### src/sv/servo_pwm_with_slew_ramp_macros.svh
// Assertion macros shared by the servo PWM RTL.
`ifndef SERVO_PWM_WITH_SLEW_RAMP_MACROS_SVH
`define SERVO_PWM_WITH_SLEW_RAMP_MACROS_SVH

// same-cycle implication, sampled on clk, off during reset
`define SPWM_ASSERT_NOW(lbl, ante, cons, msg) \
	lbl: assert property (@(posedge clk) disable iff (!arst_n) (ante) |-> (cons)) \
		else $error(msg);

// next-cycle implication
`define SPWM_ASSERT_NEXT(lbl, ante, cons, msg) \
	lbl: assert property (@(posedge clk) disable iff (!arst_n) (ante) |=> (cons)) \
		else $error(msg);

`endif

### src/sv/spwm_pkg.sv
// Package: types and constants of the servo PWM block.
`timescale 1ns / 1ps
package spwm_pkg;

	localparam int ADDR_W = 5;
	localparam int DATA_W = 32;

	localparam logic [1:0] OP_TICK      = 2'd0;
	localparam logic [1:0] OP_SET_ANGLE = 2'd1;
	localparam logic [1:0] OP_HUMIDITY  = 2'd2;

	localparam logic [2:0] REG_MIN_PULSE     = 3'd0;
	localparam logic [2:0] REG_MAX_PULSE     = 3'd1;
	localparam logic [2:0] REG_FRAME_PERIOD  = 3'd2;
	localparam logic [2:0] REG_RAMP_INTERVAL = 3'd3;
	localparam logic [2:0] REG_RAMP_STEP     = 3'd4;
	localparam logic [2:0] REG_OPEN_ANGLE    = 3'd5;
	localparam logic [2:0] REG_CLOSED_ANGLE  = 3'd6;
	localparam logic [2:0] REG_HUM_THRESH    = 3'd7;

	localparam logic [11:0] MIN_PULSE_RST     = 12'd620;
	localparam logic [11:0] MAX_PULSE_RST     = 12'd2250;
	localparam logic [15:0] FRAME_PERIOD_RST  = 16'd20000;
	localparam logic [15:0] RAMP_INTERVAL_RST = 16'd15000;
	localparam logic [7:0]  RAMP_STEP_RST     = 8'd5;
	localparam logic [6:0]  OPEN_ANGLE_RST    = 7'd100;
	localparam logic [6:0]  CLOSED_ANGLE_RST  = 7'd0;
	localparam logic [9:0]  HUM_THRESH_RST    = 10'd750;
	localparam logic [11:0] WIDTH_RST         = 12'd620;

	localparam logic [6:0]  ANGLE_FULL   = 7'd100;
	localparam logic [15:0] COUNTER_MAX  = 16'hFFFF;
	// floor(v/100) = (v * ceil(2^32/100)) >> 32, exact for v < 2^19
	localparam logic [25:0] DIV100_RECIP = 26'd42949673;
	localparam logic [18:0] DIV100_ROUND = 19'd99;

	typedef struct packed {
		logic [11:0] min_pulse;
		logic [11:0] max_pulse;
		logic [15:0] frame_period;
		logic [15:0] ramp_interval;
		logic [7:0]  ramp_step;
		logic [6:0]  open_angle;
		logic [6:0]  closed_angle;
		logic [9:0]  hum_thresh;
	} spwm_cfg_t;

	typedef struct packed {
		logic               valid;
		logic [1:0]         op;
		logic               hum_ge;
		logic signed [19:0] prod;
	} spwm_prod_t;

endpackage

### src/sv/spwm_regs.sv
// Configuration registers behind the APB-style port.
`timescale 1ns / 1ps
module spwm_regs
	import spwm_pkg::*;
(
	input  logic              clk,
	input  logic              arst_n,
	input  logic              psel,
	input  logic              penable,
	input  logic              pwrite,
	input  logic [ADDR_W-1:0] paddr,
	input  logic [DATA_W-1:0] pwdata,
	output logic [DATA_W-1:0] prdata,
	output logic              pready,
	output spwm_cfg_t         cfg
);

	spwm_cfg_t  cfg_q;
	logic [2:0] idx;
	logic       wr;

	assign idx    = paddr[4:2];
	assign pready = 1'b1;
	assign wr     = psel && penable && pwrite;
	assign cfg    = cfg_q;

	always_ff @(posedge clk or negedge arst_n) begin
		if (!arst_n) begin
			cfg_q.min_pulse     <= MIN_PULSE_RST;
			cfg_q.max_pulse     <= MAX_PULSE_RST;
			cfg_q.frame_period  <= FRAME_PERIOD_RST;
			cfg_q.ramp_interval <= RAMP_INTERVAL_RST;
			cfg_q.ramp_step     <= RAMP_STEP_RST;
			cfg_q.open_angle    <= OPEN_ANGLE_RST;
			cfg_q.closed_angle  <= CLOSED_ANGLE_RST;
			cfg_q.hum_thresh    <= HUM_THRESH_RST;
		end else if (wr) begin
			case (idx)
				REG_MIN_PULSE:     cfg_q.min_pulse     <= pwdata[11:0];
				REG_MAX_PULSE:     cfg_q.max_pulse     <= pwdata[11:0];
				REG_FRAME_PERIOD:  cfg_q.frame_period  <= pwdata[15:0];
				REG_RAMP_INTERVAL: cfg_q.ramp_interval <= pwdata[15:0];
				REG_RAMP_STEP:     cfg_q.ramp_step     <= pwdata[7:0];
				REG_OPEN_ANGLE:    cfg_q.open_angle    <= pwdata[6:0];
				REG_CLOSED_ANGLE:  cfg_q.closed_angle  <= pwdata[6:0];
				REG_HUM_THRESH:    cfg_q.hum_thresh    <= pwdata[9:0];
				default: ;
			endcase
		end
	end

	always_comb begin
		case (idx)
			REG_MIN_PULSE:     prdata = {20'd0, cfg_q.min_pulse};
			REG_MAX_PULSE:     prdata = {20'd0, cfg_q.max_pulse};
			REG_FRAME_PERIOD:  prdata = {16'd0, cfg_q.frame_period};
			REG_RAMP_INTERVAL: prdata = {16'd0, cfg_q.ramp_interval};
			REG_RAMP_STEP:     prdata = {24'd0, cfg_q.ramp_step};
			REG_OPEN_ANGLE:    prdata = {25'd0, cfg_q.open_angle};
			REG_CLOSED_ANGLE:  prdata = {25'd0, cfg_q.closed_angle};
			REG_HUM_THRESH:    prdata = {22'd0, cfg_q.hum_thresh};
			default:           prdata = '0;
		endcase
	end

endmodule

### src/sv/spwm_target.sv
// Stage 2: angle selection, clamp and (100-angle)*(max-min) product.
`timescale 1ns / 1ps
module spwm_target
	import spwm_pkg::*;
(
	input  logic       clk,
	input  logic       arst_n,
	input  logic       load,
	input  logic       valid_s1,
	input  logic [1:0] op_s1,
	input  logic [7:0] angle_s1,
	input  logic [9:0] humidity_s1,
	input  spwm_cfg_t  cfg,
	output spwm_prod_t prod_s2
);

	logic               hum_ge;
	logic [7:0]         sel_angle;
	logic [6:0]         clamped;
	logic [6:0]         span;
	logic signed [12:0] diff;
	logic signed [19:0] prod;

	// the open angle applies at or above the threshold, whatever the lid state
	assign hum_ge    = humidity_s1 >= cfg.hum_thresh;
	assign sel_angle = (op_s1 == OP_SET_ANGLE) ? angle_s1 :
		{1'b0, (hum_ge ? cfg.open_angle : cfg.closed_angle)};
	assign clamped   = (sel_angle > {1'b0, ANGLE_FULL}) ? ANGLE_FULL : sel_angle[6:0];
	assign span      = ANGLE_FULL - clamped;
	assign diff      = $signed({1'b0, cfg.max_pulse}) - $signed({1'b0, cfg.min_pulse});
	assign prod      = $signed({13'd0, span}) * 20'(diff);

	always_ff @(posedge clk or negedge arst_n) begin
		if (!arst_n) begin
			prod_s2 <= '0;
		end else if (load) begin
			prod_s2.valid <= valid_s1;
			if (valid_s1) begin
				prod_s2.op     <= op_s1;
				prod_s2.hum_ge <= hum_ge;
				prod_s2.prod   <= prod;
			end
		end
	end

endmodule

### src/sv/spwm_state.sv
// Stage 3: target divide, lid control, ramp and pin timing; holds the result.
`timescale 1ns / 1ps
`include "servo_pwm_with_slew_ramp_macros.svh"
module spwm_state
	import spwm_pkg::*;
(
	input  logic        clk,
	input  logic        arst_n,
	input  logic        load,
	input  spwm_prod_t  prod_s2,
	input  spwm_cfg_t   cfg,
	output logic        out_valid,
	output logic        pin_level,
	output logic [11:0] pulse_width_us,
	output logic        lid_open
);

	logic        out_valid_q;
	logic [11:0] cur_q, tgt_q;
	logic        pin_q, lid_q;
	logic [15:0] phase_q, ramp_q;

	logic [11:0] cur_nx, tgt_nx;
	logic        pin_nx, lid_nx;
	logic [15:0] phase_nx, ramp_nx;

	logic        upd, is_tick;
	logic        neg;
	logic [18:0] mag, dividend;
	logic [44:0] qprod;
	logic [11:0] quot, offs, new_tgt;

	logic [15:0] ramp_bump, phase_bump, wait_us;
	logic [12:0] sum_up, lim_dn;
	logic [11:0] cur_ramp;
	logic        step_hit, toggle;

	assign upd     = load && prod_s2.valid;
	assign is_tick = prod_s2.op == OP_TICK;

	// floor((100-a)*(max-min)/100), rounding toward minus infinity
	assign neg      = prod_s2.prod[19];
	assign mag      = neg ? 19'(-prod_s2.prod) : prod_s2.prod[18:0];
	assign dividend = mag + (neg ? DIV100_ROUND : 19'd0);
	assign qprod    = dividend * DIV100_RECIP;
	assign quot     = qprod[43:32];
	assign offs     = neg ? (12'd0 - quot) : quot;
	assign new_tgt  = cfg.min_pulse + offs;

	assign ramp_bump = (ramp_q == COUNTER_MAX) ? ramp_q : ramp_q + 16'd1;
	assign step_hit  = ramp_bump >= cfg.ramp_interval;
	assign sum_up    = {1'b0, cur_q} + {5'd0, cfg.ramp_step};
	assign lim_dn    = {1'b0, tgt_q} + {5'd0, cfg.ramp_step};

	always_comb begin
		if (!step_hit) begin
			cur_ramp = cur_q;
		end else if (cur_q < tgt_q) begin
			cur_ramp = (sum_up > {1'b0, tgt_q}) ? tgt_q : sum_up[11:0];
		end else if (cur_q > tgt_q) begin
			cur_ramp = ({1'b0, cur_q} < lim_dn) ? tgt_q : cur_q - {4'd0, cfg.ramp_step};
		end else begin
			cur_ramp = cur_q;
		end
	end

	assign phase_bump = (phase_q == COUNTER_MAX) ? phase_q : phase_q + 16'd1;
	assign wait_us    = pin_q ? {4'd0, cur_ramp} :
		((cfg.frame_period > {4'd0, cur_ramp}) ? cfg.frame_period - {4'd0, cur_ramp} : 16'd0);
	assign toggle     = phase_bump >= wait_us;

	always_comb begin
		cur_nx   = cur_q;
		tgt_nx   = tgt_q;
		pin_nx   = pin_q;
		lid_nx   = lid_q;
		phase_nx = phase_q;
		ramp_nx  = ramp_q;
		case (prod_s2.op)
			OP_TICK: begin
				cur_nx   = cur_ramp;
				ramp_nx  = step_hit ? 16'd0 : ramp_bump;
				pin_nx   = toggle ? !pin_q : pin_q;
				phase_nx = toggle ? 16'd0 : phase_bump;
			end
			OP_SET_ANGLE: begin
				tgt_nx = new_tgt;
			end
			OP_HUMIDITY: begin
				if (prod_s2.hum_ge != lid_q) begin
					lid_nx = prod_s2.hum_ge;
					tgt_nx = new_tgt;
				end
			end
			default: ;
		endcase
	end

	always_ff @(posedge clk or negedge arst_n) begin
		if (!arst_n) begin
			out_valid_q <= 1'b0;
			cur_q       <= WIDTH_RST;
			tgt_q       <= WIDTH_RST;
			pin_q       <= 1'b0;
			lid_q       <= 1'b0;
			phase_q     <= '0;
			ramp_q      <= '0;
		end else begin
			if (load) begin
				out_valid_q <= prod_s2.valid;
			end
			if (upd) begin
				cur_q   <= cur_nx;
				tgt_q   <= tgt_nx;
				pin_q   <= pin_nx;
				lid_q   <= lid_nx;
				phase_q <= phase_nx;
				ramp_q  <= ramp_nx;
			end
		end
	end

	// state doubles as the result register: it only moves when a result is loaded
	assign out_valid      = out_valid_q;
	assign pin_level      = pin_q;
	assign pulse_width_us = cur_q;
	assign lid_open       = lid_q;

	`SPWM_ASSERT_NEXT(a_pin_only_on_tick, !(upd && is_tick), $stable(pin_q),
		"pin changed without a tick")
	`SPWM_ASSERT_NEXT(a_ramp_up_no_overshoot, upd && is_tick && (cur_q < tgt_q),
		cur_q <= $past(tgt_q), "ramp overshot target going up")
	`SPWM_ASSERT_NEXT(a_ramp_dn_no_overshoot, upd && is_tick && (cur_q > tgt_q),
		cur_q >= $past(tgt_q), "ramp overshot target going down")
	`SPWM_ASSERT_NEXT(a_width_only_on_tick, !(upd && is_tick), $stable(cur_q),
		"pulse width changed without a tick")

endmodule

### src/sv/servo_pwm_with_slew_ramp.sv
// Top level of the slew-limited RC servo PWM generator.
//
// Items arrive on the input channel (in_valid/in_stall with op, angle,
// humidity): op tick counts one microsecond, op set-angle loads a new
// target width, op humidity may open or close the lid and load its angle.
// Every item gives exactly one result on the output channel (out_valid/
// out_stall with pin_level, pulse_width_us, lid_open) showing the state
// after that item.
// One item is taken per clock unless in_stall is high; the three-stage
// chain is input register, product register and state/result register.
// When the receiver stalls, the result holds and bubbles in the chain close
// up; in_stall rises only once all three stages are full.
// Registers are written through the APB-style port; the user must write
// them only while the block is idle, and the block does not enforce this.
// Reset returns registers and state to their defaults and empties the
// pipeline; it takes effect at once and needs no clearing pass.
`timescale 1ns / 1ps
`include "servo_pwm_with_slew_ramp_macros.svh"
module servo_pwm_with_slew_ramp
	import spwm_pkg::*;
(
	input  logic              clk,
	input  logic              arst_n,
	input  logic              psel,
	input  logic              penable,
	input  logic              pwrite,
	input  logic [ADDR_W-1:0] paddr,
	input  logic [DATA_W-1:0] pwdata,
	output logic [DATA_W-1:0] prdata,
	output logic              pready,
	input  logic              in_valid,
	output logic              in_stall,
	input  logic [1:0]        op,
	input  logic [7:0]        angle,
	input  logic [9:0]        humidity,
	output logic              out_valid,
	input  logic              out_stall,
	output logic              pin_level,
	output logic [11:0]       pulse_width_us,
	output logic              lid_open
);

	spwm_cfg_t  cfg;
	spwm_prod_t prod_s2;

	logic       valid_s1;
	logic [1:0] op_s1;
	logic [7:0] angle_s1;
	logic [9:0] humidity_s1;
	logic       adv1, adv2, adv3;

	assign adv3     = !out_valid || !out_stall;
	assign adv2     = !prod_s2.valid || adv3;
	assign adv1     = !valid_s1 || adv2;
	assign in_stall = !adv1;

	always_ff @(posedge clk or negedge arst_n) begin
		if (!arst_n) begin
			valid_s1 <= 1'b0;
		end else if (adv1) begin
			valid_s1 <= in_valid;
		end
	end

	always_ff @(posedge clk) begin
		if (adv1 && in_valid) begin
			op_s1       <= op;
			angle_s1    <= angle;
			humidity_s1 <= humidity;
		end
	end

	spwm_regs u_regs (
		.clk     (clk),
		.arst_n  (arst_n),
		.psel    (psel),
		.penable (penable),
		.pwrite  (pwrite),
		.paddr   (paddr),
		.pwdata  (pwdata),
		.prdata  (prdata),
		.pready  (pready),
		.cfg     (cfg)
	);

	spwm_target u_target (
		.clk         (clk),
		.arst_n      (arst_n),
		.load        (adv2),
		.valid_s1    (valid_s1),
		.op_s1       (op_s1),
		.angle_s1    (angle_s1),
		.humidity_s1 (humidity_s1),
		.cfg         (cfg),
		.prod_s2     (prod_s2)
	);

	spwm_state u_state (
		.clk            (clk),
		.arst_n         (arst_n),
		.load           (adv3),
		.prod_s2        (prod_s2),
		.cfg            (cfg),
		.out_valid      (out_valid),
		.pin_level      (pin_level),
		.pulse_width_us (pulse_width_us),
		.lid_open       (lid_open)
	);

	`SPWM_ASSERT_NOW(a_full_backpressure, valid_s1 && prod_s2.valid && out_valid && out_stall,
		in_stall, "full pipeline failed to stall the input")
	`SPWM_ASSERT_NOW(a_bubble_no_stall, !valid_s1, !in_stall,
		"input stalled with an empty input stage")

endmodule
### config.mk
export PLATFORM = sky130hd
export DESIGN_NAME = servo_pwm_with_slew_ramp
export DESIGN_NICKNAME = d
export VERILOG_FILES = /design/src/sv/spwm_pkg.sv /design/src/sv/spwm_regs.sv /design/src/sv/spwm_target.sv /design/src/sv/spwm_state.sv /design/src/sv/servo_pwm_with_slew_ramp.sv
export VERILOG_INCLUDE_DIRS = /design/src /design/src/sv
export SDC_FILE = /design/constraint.sdc
export NUM_CORES = 1
export LEC_CHECK = 0
export BUFFER_PORTS_ARGS = -buffer_cell sky130_fd_sc_hd__buf_2
export CAP_MARGIN = 5
export CORE_UTILIZATION = 28
export CTS_CLUSTER_DIAMETER = 150
export DETAILED_ROUTE_END_ITERATION = 10
export MAX_ROUTING_LAYER = met4
export PLACE_DENSITY_LB_ADDON = 0.25
export REMOVE_ABC_BUFFERS = 1
export SLEW_MARGIN = 40
export SYNTH_ARGS = -nofsm -noshare
export SYNTH_HDL_FRONTEND = slang
export SYNTH_SLANG_ARGS = --single-unit
### constraint.sdc
create_clock -name clk -period 22.8 [get_ports clk]
set_input_delay 4.56 -clock clk [delete_from_list [all_inputs] [get_ports clk]]
set_output_delay 4.56 -clock clk [all_outputs]
set_load 0.01 [all_outputs]
==> impl_metrics.ini, run 1 <==
[critical_path]
path_delay_family = adder cells
slowest_stage = fa_1
critPathRequiredTime_ns = 23.14
arrival_ns = 12.64
cp-end-kind = register
worst_setup_path_start_kind = register
worst-path-buf-inv = 6
crit_type = register to register
max_stage_delay_ns = 0.54
crit_fanout = 6
crit_top_cell = inv_1

[placement]
hpwl_mm = 55.8
io_buffers = 77
globalplace.congestion = 0.862

[floorplan]
die_area_um2 = 93500
rows = 111
io_pins = 113
die_y_um = 306
core_um2 = 91500
dieWidth_um = 306
initial_utilization_pct = 28.2

[cells_and_area]
layout-drive-gt1-share_pct = 10.8
finalNetCount = 3572
syn_to_final_growth_pct = 9.04
filler_cell_count = 9596
layout_commonest_cell = inv_1
layout_common_cells = 530 x inv_1, 366 x ha_1, 224 x fa_1

[timing]
tns_ns = 0
finalHoldViolCount = 0
rsz0062_at_grt = no
maxSlewViolCount = 0
worstMarginPinSlew_ns = 0.868
clock.fmax_ghz = 0.0813
period_needed_ns = 12.30
setup_viol = 0
finClkSkew_ns = 0.0167
relSlewSlack_pct = 42.0
fin_crit_sh_pct = 54.0

[clock_network]
htree_levels = 4
post-cts-setup-buffer-count = 0
cts_hold_buf = 0
clock_sinks = 192
cts_tree = done
insertion_delay_ns = 0.47
cts.path.max_buffers = 2
numCtsBuffers = 17
clkTransAtPathRegs_ns = 0.08
cts_root_buf = clkbuf_16
post_cts_resized = 0

[synth]
syn_inst = 2871
synthArstFlopShare_pct = 89.6
synth_top_flop_cell = dfrtp_1
ys_seq_area_share_pct = 19.2
ys.warnings.count = 0
postSynthAreaPerCell_um2 = 9.00
synth_edf_count = 20
yosys_register_bits = 192
synth_area_um2 = 25800
yosysUniqueCellTypes = 88

[routing]
drt-total-wl_mm = 67.7
ant_nets = 0
firstDrtPassIters = 5
dr_total_vias = 19300
avgViaCountPerCell = 4.69
drtIter0Drc = 1012
drc_errors = 0
wire_per_inst_um = 16.4

[grt]
grt_pass1_wl_mm = 109
antenna_found_initial = 2
grt_pass1_vias = 19300
grt_max_degree = 106
grt_overflow = 0
grt_use_total_pct = 15.2

[outcome]
outcome = finished, final reports clean

[flow_run]
maxCapViolCount = 0

[hold_path]
hold_class = register to register
-- final cells by class --
class                   instances  area (µm²)  area share, %
well taps                    1186        1480           5.27
clock buffers                  18         429           1.52
inverters                     533        2000           7.10
flip-flops and latches        192        4960           17.6
clock inverters                14         140          0.497
repair buffers                103         602           2.14
diodes                          2        5.00         0.0178
multi-input cells            2071       18600           65.9
-- logic make-up after synthesis --
family / share of synthesized area [%]
and+or+nand+nor: 11.9
other: 0.0291
muxes: 5.65
AOI/OAI and AO/OA: 13.2
adders and majority gates: 35.1
xor gates and xnor gates: 5.52
DFF: 19.2
buffers and inverters: 9.41
-- cells in the mapped netlist, types with 17 or more instances --
| library cell | count | area, µm² |
|---|---|---|
| nor2b_1 | 26 | 163 |
| nand3_1 | 47 | 235 |
| inv_1 | 530 | 1990 |
| mux2_2 | 84 | 946 |
| nand2_1 | 192 | 721 |
| o21bai_1 | 23 | 173 |
| mux2i_1 | 31 | 310 |
| a21oi_1 | 130 | 651 |
| nor3_1 | 27 | 135 |
| o21ai_0 | 149 | 746 |
| and2_1 | 18 | 113 |
| dfrtp_1 | 128 | 3200 |
| and3_1 | 17 | 106 |
| edfxtp_1 | 20 | 601 |
| clkbuf_1 | 58 | 218 |
| dfstp_2 | 44 | 1160 |
| o31ai_1 | 21 | 158 |
| a211oi_1 | 17 | 128 |
| nor2_1 | 197 | 739 |
| nand2b_1 | 34 | 213 |
| xnor2_1 | 102 | 893 |
| buf_4 | 18 | 135 |
| a21o_1 | 51 | 383 |
| ha_1 | 366 | 4580 |
| xor2_1 | 56 | 490 |
| fa_1 | 224 | 4480 |
| nand4_1 | 27 | 169 |
-- sequential cells by signal (all words and copies together) (netlist names) --
name	count
u_regs.cfg	88
op_s1	2
angle_s1	8
u_state.ramp_q	16
u_state.phase_q	16
valid_s1	1
u_state.out_valid	1
humidity_s1	10
u_state.tgt_q	12
u_state.pin_level	1
u_target.prod_s2	24
u_state.pulse_width_us	12
u_state.lid_open	1
-- layer usage --
metal	global-route usage [%]	vias to the layer above	wire length, µm
met5	-	-	0
met4	3.19	0	1000
met3	1.09	49	1630
met2	24.2	289	31500
met1	21.0	9356	33600
li1	-	9643	-
-- per-stage QoR --
stage / setup slack [ns] / instance area (µm²) / hold slack [ns] / instances / util, %
final: 10.50 / 28200 / 0.492 / 4119 / 30.8
after global routing: 9.52 / 28200 / 0.515 / 4119 / 30.8
after CTS: 10.34 / 28200 / 0.498 / 4117 / 30.8
after detailed placement: 10.37 / 27600 / 0.473 / 4085 / 30.2
after global placement: 10.45 / 27500 / 0.480 / 4084 / 30.1
after floorplan: 11.72 / 25500 / 0.457 / 2796 / -
-- worst register-to-register path: cells and delay by family, from the launching register on --
kind | cells | cell delay (ns)
AO/OA/AOI/OAI | 10 | 1.84
XOR/XNOR | 9 | 2.00
adder cells (fa/ha/maj) | 10 | 4.13
buffers and inverters | 6 | 0.51
flip-flops | 1 | 0.49
multiplexers | 1 | 0.09
AND/OR/NAND/NOR | 11 | 3.08
-- final timing paths --
path / start / slack [ns] / end / cells past startpoint
worst min-delay path: u_state.tgt_q[6] / 0.49 / u_state.tgt_q[6] / 2
min in group asynchronous: arst_n / 4.04 / u_state.ramp_q[14] / 1
max in group asynchronous: arst_n / 17.61 / u_target.prod_s2[3] / 2
worst max-delay path: u_target.prod_s2[0] / 10.50 / u_state.tgt_q[11] / 47
worst min register to register: u_state.tgt_q[6] / 0.49 / u_state.tgt_q[6] / 2
worst max register to register: u_target.prod_s2[0] / 10.50 / u_state.tgt_q[11] / 47
Power of run 1 is not shown: default switching activity piles up to over one toggle a cycle in this logic, so the estimate is an artifact.
==> run 2: changes to the inputs <==
clock period = 11.5 ns   (was 22.8 ns; I/O delays follow)
==> impl_metrics.ini, run 2 (synthesis results as in run 1) <==
[outcome]
outcome = finished, final reports clean

[critical_path]
max_stage_delay_ns = 0.54
worst-path-buf-inv = 4
slowest_stage = fa_1
crit_top_cell = ha_1
crit_type = register to register
arrival_ns = 11.33
path_delay_family = adder cells
cp-end-kind = register
worst_setup_path_start_kind = register
critPathRequiredTime_ns = 11.84
crit_fanout = 5

[routing]
drtIter0Drc = 1090
firstDrtPassIters = 5
drc_errors = 0
dr_total_vias = 19500
avgViaCountPerCell = 4.69
ant_nets = 0
wire_per_inst_um = 16.4
drt-total-wl_mm = 68.3

[cells_and_area]
largest_reg_flops = 88
filler_cell_count = 9674
layout_commonest_cell = inv_1
seqCellArea_um2 = 4960
fin_area_um2 = 28600
fin_util_pct = 31.2
syn_to_final_growth_pct = 10.7
finalNetCount = 3607
multi_input_area_um2 = 18700
layout_common_cells = 530 x inv_1, 362 x ha_1, 224 x fa_1
layout-drive-gt1-share_pct = 12.7

[placement]
io_buffers = 77
hpwl_mm = 56.4
placed_area_um2 = 27800
globalplace.congestion = 0.871
place_ws_ns = 0.0673

[floorplan]
io_pins = 113
core_um2 = 91500
die_y_um = 306
rows = 111
die_area_um2 = 93500
dieWidth_um = 306
initial_utilization_pct = 28.2

[clock_network]
cts.path.max_buffers = 2
numCtsBuffers = 17
cts_tree = done
cts_hold_buf = 0
clock_sinks = 192
clkTransAtPathRegs_ns = 0.08
htree_levels = 4
insertion_delay_ns = 0.48
cts_root_buf = clkbuf_16

[timing]
fin_ws_ns = 0.506
finalHoldViolCount = 0
period_needed_ns = 10.99
maxSlewViolCount = 0
finClkSkew_ns = 0.0219
relSlewSlack_pct = 43.5
rsz0062_at_grt = yes
setup_viol = 0
worstMarginPinSlew_ns = 0.842
clock.fmax_ghz = 0.0910
fin_crit_sh_pct = 95.6

[grt]
grt_max_degree = 101
grt_use_total_pct = 15.2
grt_pass1_wl_mm = 109
grt_pass1_vias = 19400
grt_overflow = 0
antenna_found_initial = 1

[hold_path]
hold_class = register to register

[flow_run]
maxCapViolCount = 0
## run 2: area by class of cell
type	count	area share (%)
Sequential cell	192	17.3
Timing Repair Buffer	138	3.04
Tap cell	1186	5.19
Antenna cell	1	0.00875
Inverter	533	7.00
Clock buffer	19	1.55
Clock inverter	13	0.507
Multi-Input combinational cell	2071	65.4
## run 2: repair_timing
action | 4_1_cts | 5_1_grt
setup endpoints to repair | 0 | 19
setup buffers | 0 | 2
resized for setup | 0 | 37
## run 2: stage by stage
stage	instances	setup TNS (ns)	hold slack, ns
5_1_grt	4153	-0.145	0.515
6_report	4153	0	0.490
2_1_floorplan	2796	0	0.457
3_3_place_gp	4117	0	0.474
4_1_cts	4150	0	0.495
3_5_place_dp	4118	0	0.480
## run 2: tightest hold or removal path: stages, from the launching register on
cell and delay, ns:
dfstp_2 0.38, nand2_1 0.04, o21ai_0 0.06
## run 2: final timing paths
path,startpoint,to,slack [ns],depth (start not counted)
max in group asynchronous,arst_n,u_regs.cfg[11],8.57,2
worst max register to register,u_target.prod_s2[0],u_state.tgt_q[11],0.51,45
worst min register to register,u_state.tgt_q[5],u_state.tgt_q[5],0.49,2
min in group asynchronous,arst_n,u_state.ramp_q[13],1.79,1
worst max-delay path,u_target.prod_s2[0],u_state.tgt_q[11],0.51,45
worst min-delay path,u_state.tgt_q[5],u_state.tgt_q[5],0.49,2
## run 2: per-layer routing
| metal | GRT usage [%] | wire length (µm) | up-vias |
|---|---|---|---|
| li1 | - | - | 9712 |
| met1 | 21.1 | 33500 | 9437 |
| met2 | 24.4 | 32000 | 283 |
| met3 | 1.07 | 1810 | 38 |
| met4 | 3.00 | 901 | 0 |
| met5 | - | 0 | - |
Power of run 2 is left out for the same reason.
==> run 3: changes to the inputs <==
clock period = 11.7 ns   (was 11.5 ns; I/O delays follow)
==> impl_metrics.ini, run 3 (synthesis results as in run 1) <==
[cells_and_area]
layout_common_cells = 530 x inv_1, 365 x ha_1, 224 x fa_1
finalNetCount = 3599
largest_reg_flops = 88
fin_util_pct = 31.2
layout_commonest_cell = inv_1
syn_to_final_growth_pct = 10.5
filler_cell_count = 9693
seqCellArea_um2 = 4960
fin_area_um2 = 28600
multi_input_area_um2 = 18700
layout-drive-gt1-share_pct = 12.3

[critical_path]
crit_type = register to register
ff2ff_setup_slack_ns = 0.60
r2r-start = u_target.prod_s2[0]
crit_top_cell = fa_1
crit_fanout = 5
reg2reg_depth = 45
max_stage_delay_ns = 0.55
r2r_end = u_state.tgt_q[11]
worst_setup_path_start_kind = register
arrival_ns = 11.44
cp-end-kind = register
critPathRequiredTime_ns = 12.03
slowest_stage = fa_1

[grt]
grt_overflow = 0
grt_pass1_wl_mm = 112
grt_pass1_vias = 19900
grt_max_degree = 98
antenna_found_initial = 1
grt_use_total_pct = 15.5

[clock_network]
cts_tree = done
numCtsBuffers = 17
clkTransAtPathRegs_ns = 0.07
clock_sinks = 192
cts.path.max_buffers = 2
insertion_delay_ns = 0.48
cts_root_buf = clkbuf_16
htree_levels = 4
cts_hold_buf = 0

[flow_run]
maxCapViolCount = 0

[floorplan]
initial_utilization_pct = 28.2
die_area_um2 = 93500
io_pins = 113
dieWidth_um = 306
rows = 111
core_um2 = 91500
die_y_um = 306

[timing]
clock.fmax_ghz = 0.0901
worstMarginPinSlew_ns = 0.774
period_needed_ns = 11.10
setup_viol = 0
relSlewSlack_pct = 47.7
finalHoldViolCount = 0
finClkSkew_ns = 0.0169
maxSlewViolCount = 0
fin_ws_ns = 0.599
tns_ns = 0
fin_crit_sh_pct = 94.9

[outcome]
outcome = finished, final reports clean

[placement]
globalplace.congestion = 0.905
placed_area_um2 = 27800
io_buffers = 77
hpwl_mm = 56.6
place_ws_ns = 0.159

[routing]
avgViaCountPerCell = 4.71
dr_total_vias = 19500
drc_errors = 0
drtIter0Drc = 1075
drt-total-wl_mm = 69.0
firstDrtPassIters = 5
wire_per_inst_um = 16.6
ant_nets = 0

[hold_path]
hold_start = u_state.tgt_q[6]
whs_endpoint = u_state.tgt_q[6]
hold_class = register to register
holdPathStages = 2
[run 3: changes by cell type in the layout (fill, tap and decap cells not counted), moves of 2 or more]
cell,change
clkinv_4,-2
ha_1,+3
a31oi_2,-2
a31oi_1,+2
buf_4,-7
nor2_2,-2
ha_2,-2
[run 3: timing repair]
action                     in CTS  in global routing
setup endpoints to repair       0                  3
gates resized for setup         0                 34
setup buffers                   0                  5
[run 3: worst max-delay path by stage]
stage / start / end / slack [ns] / cells past startpoint
floorplan: u_target.prod_s2[19] / u_state.tgt_q[11] / 0.62 / 41
global placement: u_target.prod_s2[0] / u_state.tgt_q[11] / 0.04 / 45
detailed placement: u_target.prod_s2[0] / u_state.tgt_q[11] / 0.16 / 47
CTS: u_target.prod_s2[0] / u_state.tgt_q[11] / 0.12 / 47
global route: u_target.prod_s2[0] / u_state.tgt_q[11] / -0.07 / 49
finish: u_target.prod_s2[0] / u_state.tgt_q[11] / 0.60 / 45
[run 3: worst max-delay path: cells and delay by family, from the launching register on]
| family | cells | cell delay (ns) |
|---|---|---|
| simple gates | 10 | 2.56 |
| buf+inv | 7 | 0.61 |
| xor+xnor | 8 | 1.44 |
| flops | 1 | 0.39 |
| mux | 1 | 0.08 |
| compound gates | 9 | 1.75 |
| fa+ha+maj | 10 | 4.13 |
[run 3: cell type report]
type / instances / area share, %
diodes: 1 / 0.00876
clock inverters: 15 / 0.662
multi-input cells: 2071 / 65.4
repair buffers: 130 / 2.83
well taps: 1186 / 5.20
flip-flops and latches: 192 / 17.4
inverters: 533 / 7.01
clock buffers: 17 / 1.49
[run 3: metal layers]
layer	share of wire, %	track usage [%]	up-vias	wire length, µm
li1	-	-	9695	-
met1	49	21.6	9449	33800
met2	47	24.5	315	32300
met3	2.8	1.15	49	1920
met4	1.4	3.67	0	972
met5	0	-	-	0
[run 3: per-stage QoR]
| stage | hold WS (ns) | std cells |
|---|---|---|
| after floorplan | 0.457 | 2796 |
| after global placement | 0.481 | 4107 |
| after detailed placement | 0.483 | 4107 |
| after CTS | 0.498 | 4139 |
| after global routing | 0.525 | 4145 |
| final | 0.491 | 4145 |
Power of run 3 is left out for the same reason.
